$ cat src/rtl/core/rmq_pkg.sv
// Shared types and constants for the rotation matrix to quaternion unit.
// No dependencies.
`timescale 1ns / 1ps
`default_nettype none
package rmq_pkg;

   localparam int FracBits   = 14;
   localparam int DataW      = 16;
   localparam int RadW       = 32;
   localparam int RootW      = 16;
   localparam int NumW       = DataW + 1;
   localparam int DvdW       = NumW + FracBits;
   localparam int SqrtStages = RootW / 2;
   localparam int DivStages  = DataW / 2;

   typedef enum logic [1:0] {
      BR_TRACE,
      BR_COL0,
      BR_COL1,
      BR_COL2
   } branch_type;

   typedef struct packed {
      branch_type            branch;
      logic [1:0]            big;
      logic [3:0][NumW-1:0]  num;
   } meta_type;

   typedef struct packed {
      branch_type       branch;
      logic [1:0]       big;
      logic             degen;
      logic [3:0]       neg;
      logic [3:0]       ovf;
      logic [DataW-1:0] half;
   } dmeta_type;

endpackage
`default_nettype wire

$ cat src/rtl/core/rmq_sqrt.sv
// Pipelined digit-by-digit integer square root, two result bits per stage.
// Depends on rmq_pkg; carries request metadata alongside.
`timescale 1ns / 1ps
`default_nettype none
module rmq_sqrt import rmq_pkg::*; (
   input  wire logic             clock,
   input  wire logic             reset,
   input  wire logic             en,
   input  wire logic             in_valid,
   input  wire logic [RadW-1:0]  in_rad,
   input  wire meta_type         in_meta,
   output logic                  out_valid,
   output logic [RootW-1:0]      out_root,
   output meta_type              out_meta
);

   logic [SqrtStages-1:0] v_ff;
   logic [RadW-1:0]       rem_ff [SqrtStages];
   logic [RadW-1:0]       res_ff [SqrtStages];
   meta_type              meta_ff [SqrtStages];
   logic [RadW-1:0]       rem_in [SqrtStages];
   logic [RadW-1:0]       res_in [SqrtStages];

   always_comb begin
      logic [RadW-1:0] r;
      logic [RadW-1:0] q;
      logic [RadW-1:0] b;
      for (int s = 0; s < SqrtStages; s++) begin
         r = (s == 0) ? in_rad : rem_ff[s-1];
         q = (s == 0) ? '0 : res_ff[s-1];
         for (int j = 0; j < 2; j++) begin
            b = RadW'(1) << (RadW - 2 - 4*s - 2*j);
            if (r >= q + b) begin
               r = r - (q + b);
               q = (q >> 1) + b;
            end else begin
               q = q >> 1;
            end
         end
         rem_in[s] = r;
         res_in[s] = q;
      end
   end

   always_ff @(posedge clock) begin
      if (reset) begin
         v_ff <= '0;
      end else if (en) begin
         v_ff <= {v_ff[SqrtStages-2:0], in_valid};
      end
   end

   always_ff @(posedge clock) begin
      if (en) begin
         for (int s = 0; s < SqrtStages; s++) begin
            rem_ff[s]  <= rem_in[s];
            res_ff[s]  <= res_in[s];
            meta_ff[s] <= (s == 0) ? in_meta : meta_ff[s-1];
         end
      end
   end

   assign out_valid = v_ff[SqrtStages-1];
   assign out_root  = res_ff[SqrtStages-1][RootW-1:0];
   assign out_meta  = meta_ff[SqrtStages-1];

endmodule
`default_nettype wire

$ cat config.mk
export PLATFORM = sky130hd
export DESIGN_NAME = rmq_sqrt
export DESIGN_NICKNAME = d
export VERILOG_FILES = /design/src/rtl/core/rmq_pkg.sv /design/src/rtl/core/rmq_sqrt.sv
export SDC_FILE = /design/constraint.sdc
export NUM_CORES = 1
export LEC_CHECK = 0
export BUFFER_PORTS_ARGS = -buffer_cell sky130_fd_sc_hd__buf_2
export CAP_MARGIN = 25
export CORE_MARGIN = 4
export CORE_UTILIZATION = 55
export DETAILED_ROUTE_END_ITERATION = 12
export PLACE_DENSITY = 0.73
export SETUP_SLACK_MARGIN = 0.2
export SLEW_MARGIN = 10
export SYNTH_ARGS = -nofsm -noshare
export SYNTH_HDL_FRONTEND = slang
export SYNTH_SLANG_ARGS = --single-unit
$ cat constraint.sdc
create_clock -name clock -period 6.39 [get_ports clock]
set_input_delay 0 -clock clock [delete_from_list [all_inputs] [get_ports clock]]
set_output_delay 0 -clock clock [all_outputs]
set_load 0.05 [all_outputs]
==> out/metrics.yaml, run 1 <==
clkSlewWorstSetupHoldPaths_ns: 0.06
status: "finished clean"
synth_cell_type_count: 87
crit_buf_inv: 1
die_width_um: 268
reg2regPathDepth: 19
crit_path_start: "rem_ff[4][17]$_DFFE_PP_"
power_leakage_uw: 0.0163
drv_cap: 0
synthFlopType: "edfxtp_1"
grt_usage_pct: 20.3
rsz0062_at_grt: "false"
crit_required_ns: 6.75
setup.worst_path.end_class: "flip-flop"
hold_buffers: 112
critPathTopFamily: "simple AND/OR/NAND/NOR gates"
setup_violations: 0
setup_tns_ns: 0
path_max_fanout: 17
fmax_mhz: 176
grt_first_pass_wirelength_um: 115000
worst_pin_slew_ns: 0.915
dp.cells: 3568
fillers: 4688
finalHoldViolCount: 0
crit_slowest_cell: "o21ai_0"
drv_slew: 0
htreeDepth: 3
cp_slowest_stage_delay_ns: 0.51
cp.arrival_ns: 6.03
drt_wl_total_um: 73800
yosysMostFrequentCell: "edfxtp_1"
holdCritPathClass: "in -> reg"
reg2reg_slack_ns: 0.72
port_buffers: 196
num_vias: 21300
grt_max_degree: 180
num_rows: 95
overflow: 0
max-vdd-ir-drop_mv: 0.368
async_flop_share_pct: 0
syn_nets: 2803
start_util_pct: 55.5
yosysWarnings: 0
crit_end: "rem_ff[5][30]$_DFFE_PP_"
dieArea_mm2: 0.0720
synth_area_per_cell_um2: 14.7
r2r-start: "rem_ff[4][17]$_DFFE_PP_"
start_kind: "flip-flop"
final_core_util_pct: 64.4
layout_min_cycle_time_ns: 5.67
synthToLayoutAreaGrowth_pct: 16.1
synthDominantCellAreaShare_pct: 70.2
min_period_over_period_pct: 88.7
synth_edf_count: 872
cp.depth: 19
cellPowerDensity_mw_per_mm2: 388
nNetsFinal: 3162
cts_num_sinks: 880
cts_buffers: 86
gp_congestion: 0.948
fin_cells: 3841
synth_top_cell_by_area: "edfxtp_1"
routed_via_density: 5.54
first_global_vias: 21500
synth_area_leaders: "edfxtp_1 70%, ha_1 5.3%, xnor2_1 2.3%, a21oi_1 1.8%, nor2_1 1.6%"
drive_gt1_share_pct: 13.5
clockRootBuffer: "clkbuf_16"
tritoncts: "done"
postCtsSetupBuffers: 0
crit_chain: "ha_1 -> a21oi_1 -> nand2_1 -> o21ai_0 -> nand3_2 -> inv_2 -> nor2_1 -> nor2_1 -> ha_1 -> and3_1 -> a221o_1 -> a21oi_1 -> o41ai_2 -> o31ai_1 -> and3_1 -> nand4_1 -> nor4_1 -> nand3b_1 -> xor2_1"
postRouteAntennaNets: 0
synth_cells: 2538
synth_area_mm2: 0.0373
die_h_um: 268
post_drt_wl_per_cell_um: 19.2
slew_headroom_pct: 39.0
clockBufferDepth: 3
drtIter0Drc: 1662
finClkSkew_ns: 0.0314
hpwl_um: 49700
synth_commonest_cells: "872 x edfxtp_1, 162 x nor2_1, 157 x ha_1"
boundaryPins: 197
core_area_mm2: 0.0672
antenna_found_initial: 4
ys_seq_elements: 880
clk_latency_ns: 0.64
drc: 0
ctsResizeCount: 0
yosysSeqAreaShare_pct: 70.7
reg2reg_to: "rem_ff[5][30]$_DFFE_PP_"
first_pass_iters: 7
critical_path_class: "reg -> reg"
hold_path_depth: 2
[metrics by stage]
step                hold WS [ns]  instance area (µm²)  power, µW  setup WS [ns]
floorplan                 0.0989                37300      10600           1.40
finish                    0.0780                43300      16800          0.723
CTS                       0.0369                43200      16800          0.676
global placement           0.177                39200      11600          0.777
global route              0.0537                43300      17700          0.239
detailed placement         0.178                39200      11700          0.709
[flip-flops by register name (all words and copies together), names as in the netlist]
name / cells
v_ff: 8
meta_ff: 576
rem_ff: 224
res_ff: 72
[worst min path at each step]
stage                 from                       end  slack [ns]
2_1_floorplan   in_meta[0]   meta_ff[0][0]$_DFFE_PP_         0.1
3_3_place_gp   in_meta[36]  meta_ff[0][36]$_DFFE_PP_        0.18
3_5_place_dp   in_meta[24]  meta_ff[0][24]$_DFFE_PP_        0.18
4_1_cts        in_meta[16]  meta_ff[0][16]$_DFFE_PP_        0.04
5_1_grt        in_meta[34]  meta_ff[0][34]$_DFFE_PP_        0.05
6_report        in_meta[3]   meta_ff[0][3]$_DFFE_PP_        0.08
[layout by cell type, fill, tap and decap left out, types with 9 or more instances in the layout]
cell and count:
edfxtp_1 872, buf_2 195, nor2_1 162, ha_1 157
nand2_1 151, inv_1 140, a21oi_1 136, dlygate4sd3_1 112
xnor2_1 97, o21ai_0 94, clkbuf_16 88, xor2_1 69
nor3_1 47, a21o_1 46, nand3_1 45, nor4_1 41
nand4_1 30, a31oi_1 25, or3_1 23, o21a_1 23
clkbuf_1 21, or4_1 19, mux2i_1 19, nor2b_1 18
nand2b_1 18, mux2_2 17, o21bai_1 15, a211oi_1 14
o31ai_1 14, clkinv_1 14, and2_1 12, clkinv_2 12
o211ai_1 11, and3_1 11, a31o_2 10, bufinv_16 10
buf_4 10, nand3b_1 9, or2_2 9
[kinds of logic (layout without fill, tap and decap cells)]
family	after synthesis	after routing	synth area share, %
multiplexers	36	36	1.02
adder cells (fa/ha/maj)	157	157	5.27
other	0	4	0
flip-flops	880	880	70.7
AO/OA/AOI/OAI	465	465	8.08
AND/OR/NAND/NOR	636	636	8.82
buffers and inverters	198	624	2.24
XOR/XNOR	166	166	3.90
[where the power goes]
group / total, µW / switching [µW] / internal (µW)
Combinational: 4130 / 2460 / 1670
Sequential: 7580 / 407 / 7170
Clock: 5060 / 2100 / 2960
[layout make-up]
type | instances | area (µm²) | share of cell area [%]
flip-flops and latches | 880 | 26300 | 60.9
diodes | 4 | 10.0 | 0.0231
clock inverters | 46 | 582 | 1.34
inverters | 145 | 544 | 1.26
repair buffers | 324 | 2320 | 5.37
clock buffers | 109 | 2280 | 5.27
well taps | 873 | 1090 | 2.52
multi-input cells | 1460 | 10100 | 23.3
[worst reg2reg max path, stage by stage, from the launching register on]
cell	delay [ns]
edfxtp_1	0.40
ha_1	0.36
a21oi_1	0.30
nand2_1	0.12
o21ai_0	0.51
nand3_2	0.46
inv_2	0.36
nor2_1	0.09
nor2_1	0.17
ha_1	0.32
and3_1	0.25
a221o_1	0.33
a21oi_1	0.20
o41ai_2	0.18
o31ai_1	0.33
and3_1	0.24
nand4_1	0.09
nor4_1	0.39
nand3b_1	0.16
xor2_1	0.17
[per-layer routing]
layer / global-route usage, % / up-vias / share of wire [%]
met2: 36.4 / 562 / 51
li1: - / 10400 / -
met5: 0 / - / 0.018
met3: 3.20 / 147 / 4.2
met4: 6.85 / 2 / 3.2
met1: 25.2 / 10200 / 41
Power figures use the tool's default switching activity.
==> inputs of run 2 (changes only) <==
RECOVER_POWER = 100   (was default)
==> run 2 against run 1 <==
Die area unchanged. Count of clock-buffer cells in the layout unchanged. First-iteration DRC count decreased by 11%. Sequential cell count unchanged. Hold slack improved by 0.0024 ns. Sequential share of layout area increased by 0.34 points. The run now ends with max-capacitance violations, max-slew violations left. Sequential power about the same. Via count increased by 0.27%.
==> out/metrics.yaml, run 2 (synthesis results as in run 1) <==
status: "finished, violations left"
violations: "max-capacitance violations, max-slew violations"
final_cell_mix: "872 x edfxtp_1, 162 x nor2_1, 157 x ha_1"
start_util_pct: 55.5
finalHoldViolCount: 0
cts_num_sinks: 880
gp_congestion: 0.948
r2r-start: "rem_ff[4][17]$_DFFE_PP_"
clkSlewWorstSetupHoldPaths_ns: 0.06
grt_first_pass_wirelength_um: 115000
drive_gt1_share_pct: 8.77
layout_commonest_cell: "edfxtp_1"
holdCritPathClass: "in -> reg"
ctsResizeCount: 0
crit_required_ns: 6.73
htreeDepth: 3
power_leakage_uw: 0.0159
setup_violations: 0
setup.worst_path.end_class: "flip-flop"
drc: 0
core_area_mm2: 0.0672
path_max_fanout: 17
slew_headroom_pct: -228
critPathTopFamily: "compound AO/OA/AOI/OAI gates"
num_vias: 21300
setup_tns_ns: 0
clk_latency_ns: 0.64
design_area_mm2: 0.0430
fin_ws_ns: 0.520
hp-start: "in_meta[3]"
routed_via_density: 5.56
postCtsSetupBuffers: 0
postRouteAntennaNets: 0
fmax_mhz: 170
num_rows: 95
cp_slowest_stage_delay_ns: 0.57
largest_register_ffs: 576
crit_slowest_cell: "o21ai_0"
critical_path_class: "reg -> reg"
min_period_over_period_pct: 91.9
die_width_um: 268
nNetsFinal: 3162
place_area_mm2: 0.0392
reg2regPathDepth: 17
fillers: 4763
crit_buf_inv: 2
hold_buffers: 112
drv_slew: 75
grt_usage_pct: 20.3
cellPowerDensity_mw_per_mm2: 389
reg2reg_to: "rem_ff[5][13]$_DFFE_PP_"
top_register: "meta_ff"
synthToLayoutAreaGrowth_pct: 15.4
drtIter0Drc: 1475
tritoncts: "done"
cts_buffers: 86
clockBufferDepth: 3
post-place-ws_ns: 0.709
top_regs: "meta_ff x576, rem_ff x224, res_ff x72"
layout_min_cycle_time_ns: 5.87
worst_pin_slew_ns: 4.92
drt_wl_total_um: 73800
drv_cap: 1
post_drt_wl_per_cell_um: 19.2
start_kind: "flip-flop"
worstHoldEndpoint: "meta_ff[0][3]$_DFFE_PP_"
cp.arrival_ns: 6.21
rsz0062_at_grt: "false"
first_pass_iters: 5
port_buffers: 196
reg2reg_slack_ns: 0.52
first_global_vias: 21500
clockRootBuffer: "clkbuf_16"
grt_max_degree: 180
overflow: 0
final_core_util_pct: 64.1
dieArea_mm2: 0.0720
die_h_um: 268
hold_path_depth: 2
crit_chain: "ha_1 -> a21oi_1 -> nand2_1 -> o21ai_0 -> nand3_2 -> inv_2 -> nor2_1 -> nor2_1 -> ha_1 -> and3_1 -> a221o_1 -> a21oi_1 -> o41ai_2 -> a211o_1 -> nor4_4 -> clkbuf_1 -> o21ai_0"
finClkSkew_ns: 0.0329
hpwl_um: 49700
antenna_found_initial: 4
max-vdd-ir-drop_mv: 0.368
boundaryPins: 197
run 2: cell types whose count changed in the layout (fill, tap and decap cells not counted), moves of 4 or more:
| cell | delta |
|---|---|
| clkbuf_1 | +132 |
| clkbuf_2 | +4 |
| buf_2 | -129 |
| buf_4 | -6 |
run 2: how the worst max path moves through the flow:
| stage | endpoint | startpoint | cells past startpoint | slack [ns] |
|---|---|---|---|---|
| after floorplan | rem_ff[6][26]$_DFFE_PP_ | rem_ff[5][10]$_DFFE_PP_ | 21 | 1.40 |
| after global placement | res_ff[1][96]$_DFFE_PP_ | rem_ff[6][4]$_DFFE_PP_ | 18 | 0.78 |
| after detailed placement | rem_ff[5][30]$_DFFE_PP_ | rem_ff[4][17]$_DFFE_PP_ | 16 | 0.71 |
| after CTS | res_ff[1][96]$_DFFE_PP_ | rem_ff[6][4]$_DFFE_PP_ | 18 | 0.68 |
| after global routing | rem_ff[4][29]$_DFFE_PP_ | res_ff[0][112]$_DFFE_PP_ | 20 | 0.13 |
| final | rem_ff[5][13]$_DFFE_PP_ | rem_ff[4][17]$_DFFE_PP_ | 17 | 0.52 |
run 2: power breakdown:
| group | internal [µW] | total [µW] | switching (µW) |
|---|---|---|---|
| clock network | 2960 | 5060 | 2100 |
| logic | 1650 | 4100 | 2450 |
| registers | 7180 | 7590 | 409 |
run 2: worst register-to-register path: stages (launching register included):
cell	delay, ns
edfxtp_1	0.41
ha_1	0.36
a21oi_1	0.30
nand2_1	0.12
o21ai_0	0.57
nand3_2	0.49
inv_2	0.36
nor2_1	0.09
nor2_1	0.17
ha_1	0.32
and3_1	0.25
a221o_1	0.33
a21oi_1	0.20
o41ai_2	0.19
a211o_1	0.40
nor4_4	0.45
clkbuf_1	0.41
o21ai_0	0.22
run 2: layout make-up:
class | count | area, µm² | share of cell area [%]
well taps | 873 | 1090 | 2.54
diodes | 3 | 7.51 | 0.0174
clock buffers | 109 | 2280 | 5.30
multi-input cells | 1460 | 10100 | 23.4
flip-flops and latches | 880 | 26300 | 61.2
repair buffers | 324 | 2110 | 4.91
clock inverters | 46 | 582 | 1.35
inverters | 145 | 544 | 1.26
run 2: through the flow:
stage | total power (µW) | hold WS (ns) | std cells
after floorplan | 10600 | 0.0989 | 2538
after global placement | 11600 | 0.177 | 3568
after detailed placement | 11700 | 0.178 | 3568
after CTS | 16800 | 0.0369 | 3835
after global routing | 17700 | 0.0537 | 3840
final | 16700 | 0.0804 | 3840
run 2: metal layers:
layer	routed length [µm]	vias up	GRT usage [%]	part of all wire [%]
met5	13	-	0	0.018
met4	2390	2	6.85	3.2
met3	3180	158	3.20	4.3
met2	37800	566	36.4	51
met1	30400	10300	25.2	41
li1	-	10400	-	-
==> inputs of run 3 (changes only) <==
clock period = 7.1 ns   (was 6.39 ns; I/O delays follow)
==> run 3 against run 2 <==
The flow still finishes with violations (max-capacitance violations, max-slew violations). Register-to-register slack improved by 0.35 ns. Highest routed layer unchanged. Die area did not move. Cell area barely moved. Largest power group unchanged.
==> out/metrics.yaml, run 3 (synthesis results as in run 1) <==
slew_headroom_pct: -201
seqCellArea_mm2: 0.0263
clockRootBuffer: "clkbuf_16"
largest_register_ffs: 576
postRouteAntennaNets: 0
post_drt_wl_per_cell_um: 19.2
die_width_um: 268
drv_slew: 458
grt_first_pass_wirelength_um: 115000
top_register: "meta_ff"
cp.arrival_ns: 6.58
clkSlewWorstSetupHoldPaths_ns: 0.06
status: "finished, violations left"
port_buffers: 196
fillers: 4828
setup_violations: 0
total_power_uw: 15300
fin_cells: 3839
start_util_pct: 55.5
fmax_mhz: 160
routed_via_density: 5.56
cts_num_sinks: 880
die_h_um: 268
rsz0062_at_grt: "false"
num_vias: 21300
drive_gt1_share_pct: 8.64
min_period_over_period_pct: 87.8
first_pass_iters: 5
max-vdd-ir-drop_mv: 0.238
drtIter0Drc: 1521
seqPwrFrac_pct: 44.7
finalHoldViolCount: 0
num_rows: 95
dp.cells: 3564
setup_tns_ns: 0
synthToLayoutAreaGrowth_pct: 15.5
boundaryPins: 197
clockBufferDepth: 3
overflow: 0
p_int_uw: 10800
htreeDepth: 3
holdCritPathClass: "in -> reg"
multi_input_area_mm2: 0.0100
hpwl_um: 49300
pwr-share-clk_pct: 31.2
power_leakage_uw: 0.0159
gp_congestion: 0.899
clk_latency_ns: 0.61
net-switching-power_uw: 4510
final_cell_mix: "872 x edfxtp_1, 162 x nor2_1, 157 x ha_1"
drc: 0
ctsResizeCount: 0
setup.worst_path.end_class: "flip-flop"
start_kind: "flip-flop"
grt_usage_pct: 20.4
sw_frac_of_total_pct: 29.5
layout_commonest_cell: "edfxtp_1"
worst_pin_slew_ns: 4.51
reg2reg_slack_ns: 0.87
finClkSkew_ns: 0.0187
core_area_mm2: 0.0672
drv_cap: 4
dieArea_mm2: 0.0720
crit_required_ns: 7.45
top_regs: "meta_ff x576, rem_ff x224, res_ff x72"
violations: "max-capacitance violations, max-slew violations"
first_global_vias: 21400
cts_buffers: 87
path_max_fanout: 17
critical_path_class: "reg -> reg"
drt_wl_total_um: 73700
grt_max_degree: 221
antenna_found_initial: 4
tritoncts: "done"
layout_min_cycle_time_ns: 6.23
cellPowerDensity_mw_per_mm2: 355
nNetsFinal: 3157
comb_power_share_pct: 24.1
-- run 3: cell count changes in the layout (fill, tap and decap cells not counted), moves of 3 or more --
| cell | previous run | this run |
|---|---|---|
| clkinv_2 | 12 | 5 |
| bufinv_16 | 10 | 14 |
| buf_2 | 66 | 60 |
| clkbuf_1 | 153 | 150 |
| clkbuf_2 | 4 | 7 |
| clkinvlp_4 | 1 | 8 |
-- run 3: critical path, stage by stage (launching register included) --
cell and delay, ns:
edfxtp_1 0.42, or4_1 0.59, or4_1 0.51, a31oi_4 0.22, nand3_1 0.47, inv_1 0.52
o21ai_0 0.22, ha_1 0.39, and3_1 0.24, nand3_1 0.13, o41ai_1 1.06, a211o_1 0.32
nor4_4 0.08, nor4_1 0.46, nand4_1 0.18, xnor2_1 0.16
-- run 3: area by class of cell --
| type | count | area share (%) |
|---|---|---|
| clock inverters | 53 | 1.66 |
| inverters | 145 | 1.26 |
| well taps | 873 | 2.54 |
| multi-input cells | 1460 | 23.3 |
| repair buffers | 318 | 4.71 |
| flip-flops and latches | 880 | 61.2 |
| clock buffers | 108 | 5.31 |
| diodes | 2 | 0.0116 |
-- run 3: power by group through the flow --
stage	Sequential [µW]	Combinational, µW	Clock (µW)
2_1_floorplan	6830	2710	0
3_3_place_gp	6890	3530	0
3_5_place_dp	6920	3600	0
4_1_cts	6820	3680	4850
5_1_grt	6890	4080	5100
6_report	6830	3680	4760
-- run 3: metal layers --
metal	routed length (µm)	up-vias	track usage, %
li1	-	10400	-
met1	29700	10200	25.0
met2	37400	626	36.5
met3	3570	168	3.25
met4	3060	4	8.42
met5	27	-	0
-- run 3: worst paths after layout --
| check | startpoint | endpoint | depth (start not counted) |
|---|---|---|---|
| max | rem_ff[4][27]$_DFFE_PP_ | rem_ff[5][31]$_DFFE_PP_ | 15 |
| min | in_meta[49] | meta_ff[0][49]$_DFFE_PP_ | 2 |
| max reg2reg | rem_ff[4][27]$_DFFE_PP_ | rem_ff[5][31]$_DFFE_PP_ | 15 |
| min reg2reg | meta_ff[5][27]$_DFFE_PP_ | meta_ff[6][27]$_DFFE_PP_ | 0 |
-- run 3: stage by stage --
stage	hold WS [ns]	utilization (%)	setup WS [ns]	area (µm²)
2_1_floorplan	0.0989	-	2.11	37300
3_3_place_gp	0.176	58.4	1.14	39200
3_5_place_dp	0.178	58.4	1.13	39200
4_1_cts	0.0459	64.5	1.11	43300
5_1_grt	0.0552	64.1	0.424	43100
6_report	0.0923	64.1	0.869	43100
-- run 3: what timing repair did --
| item | CTS | global route |
|---|---|---|
| setup buffers | 0 | 0 |
| hold buffers | 112 | 0 |
| hold endpoints to repair | 181 | 0 |
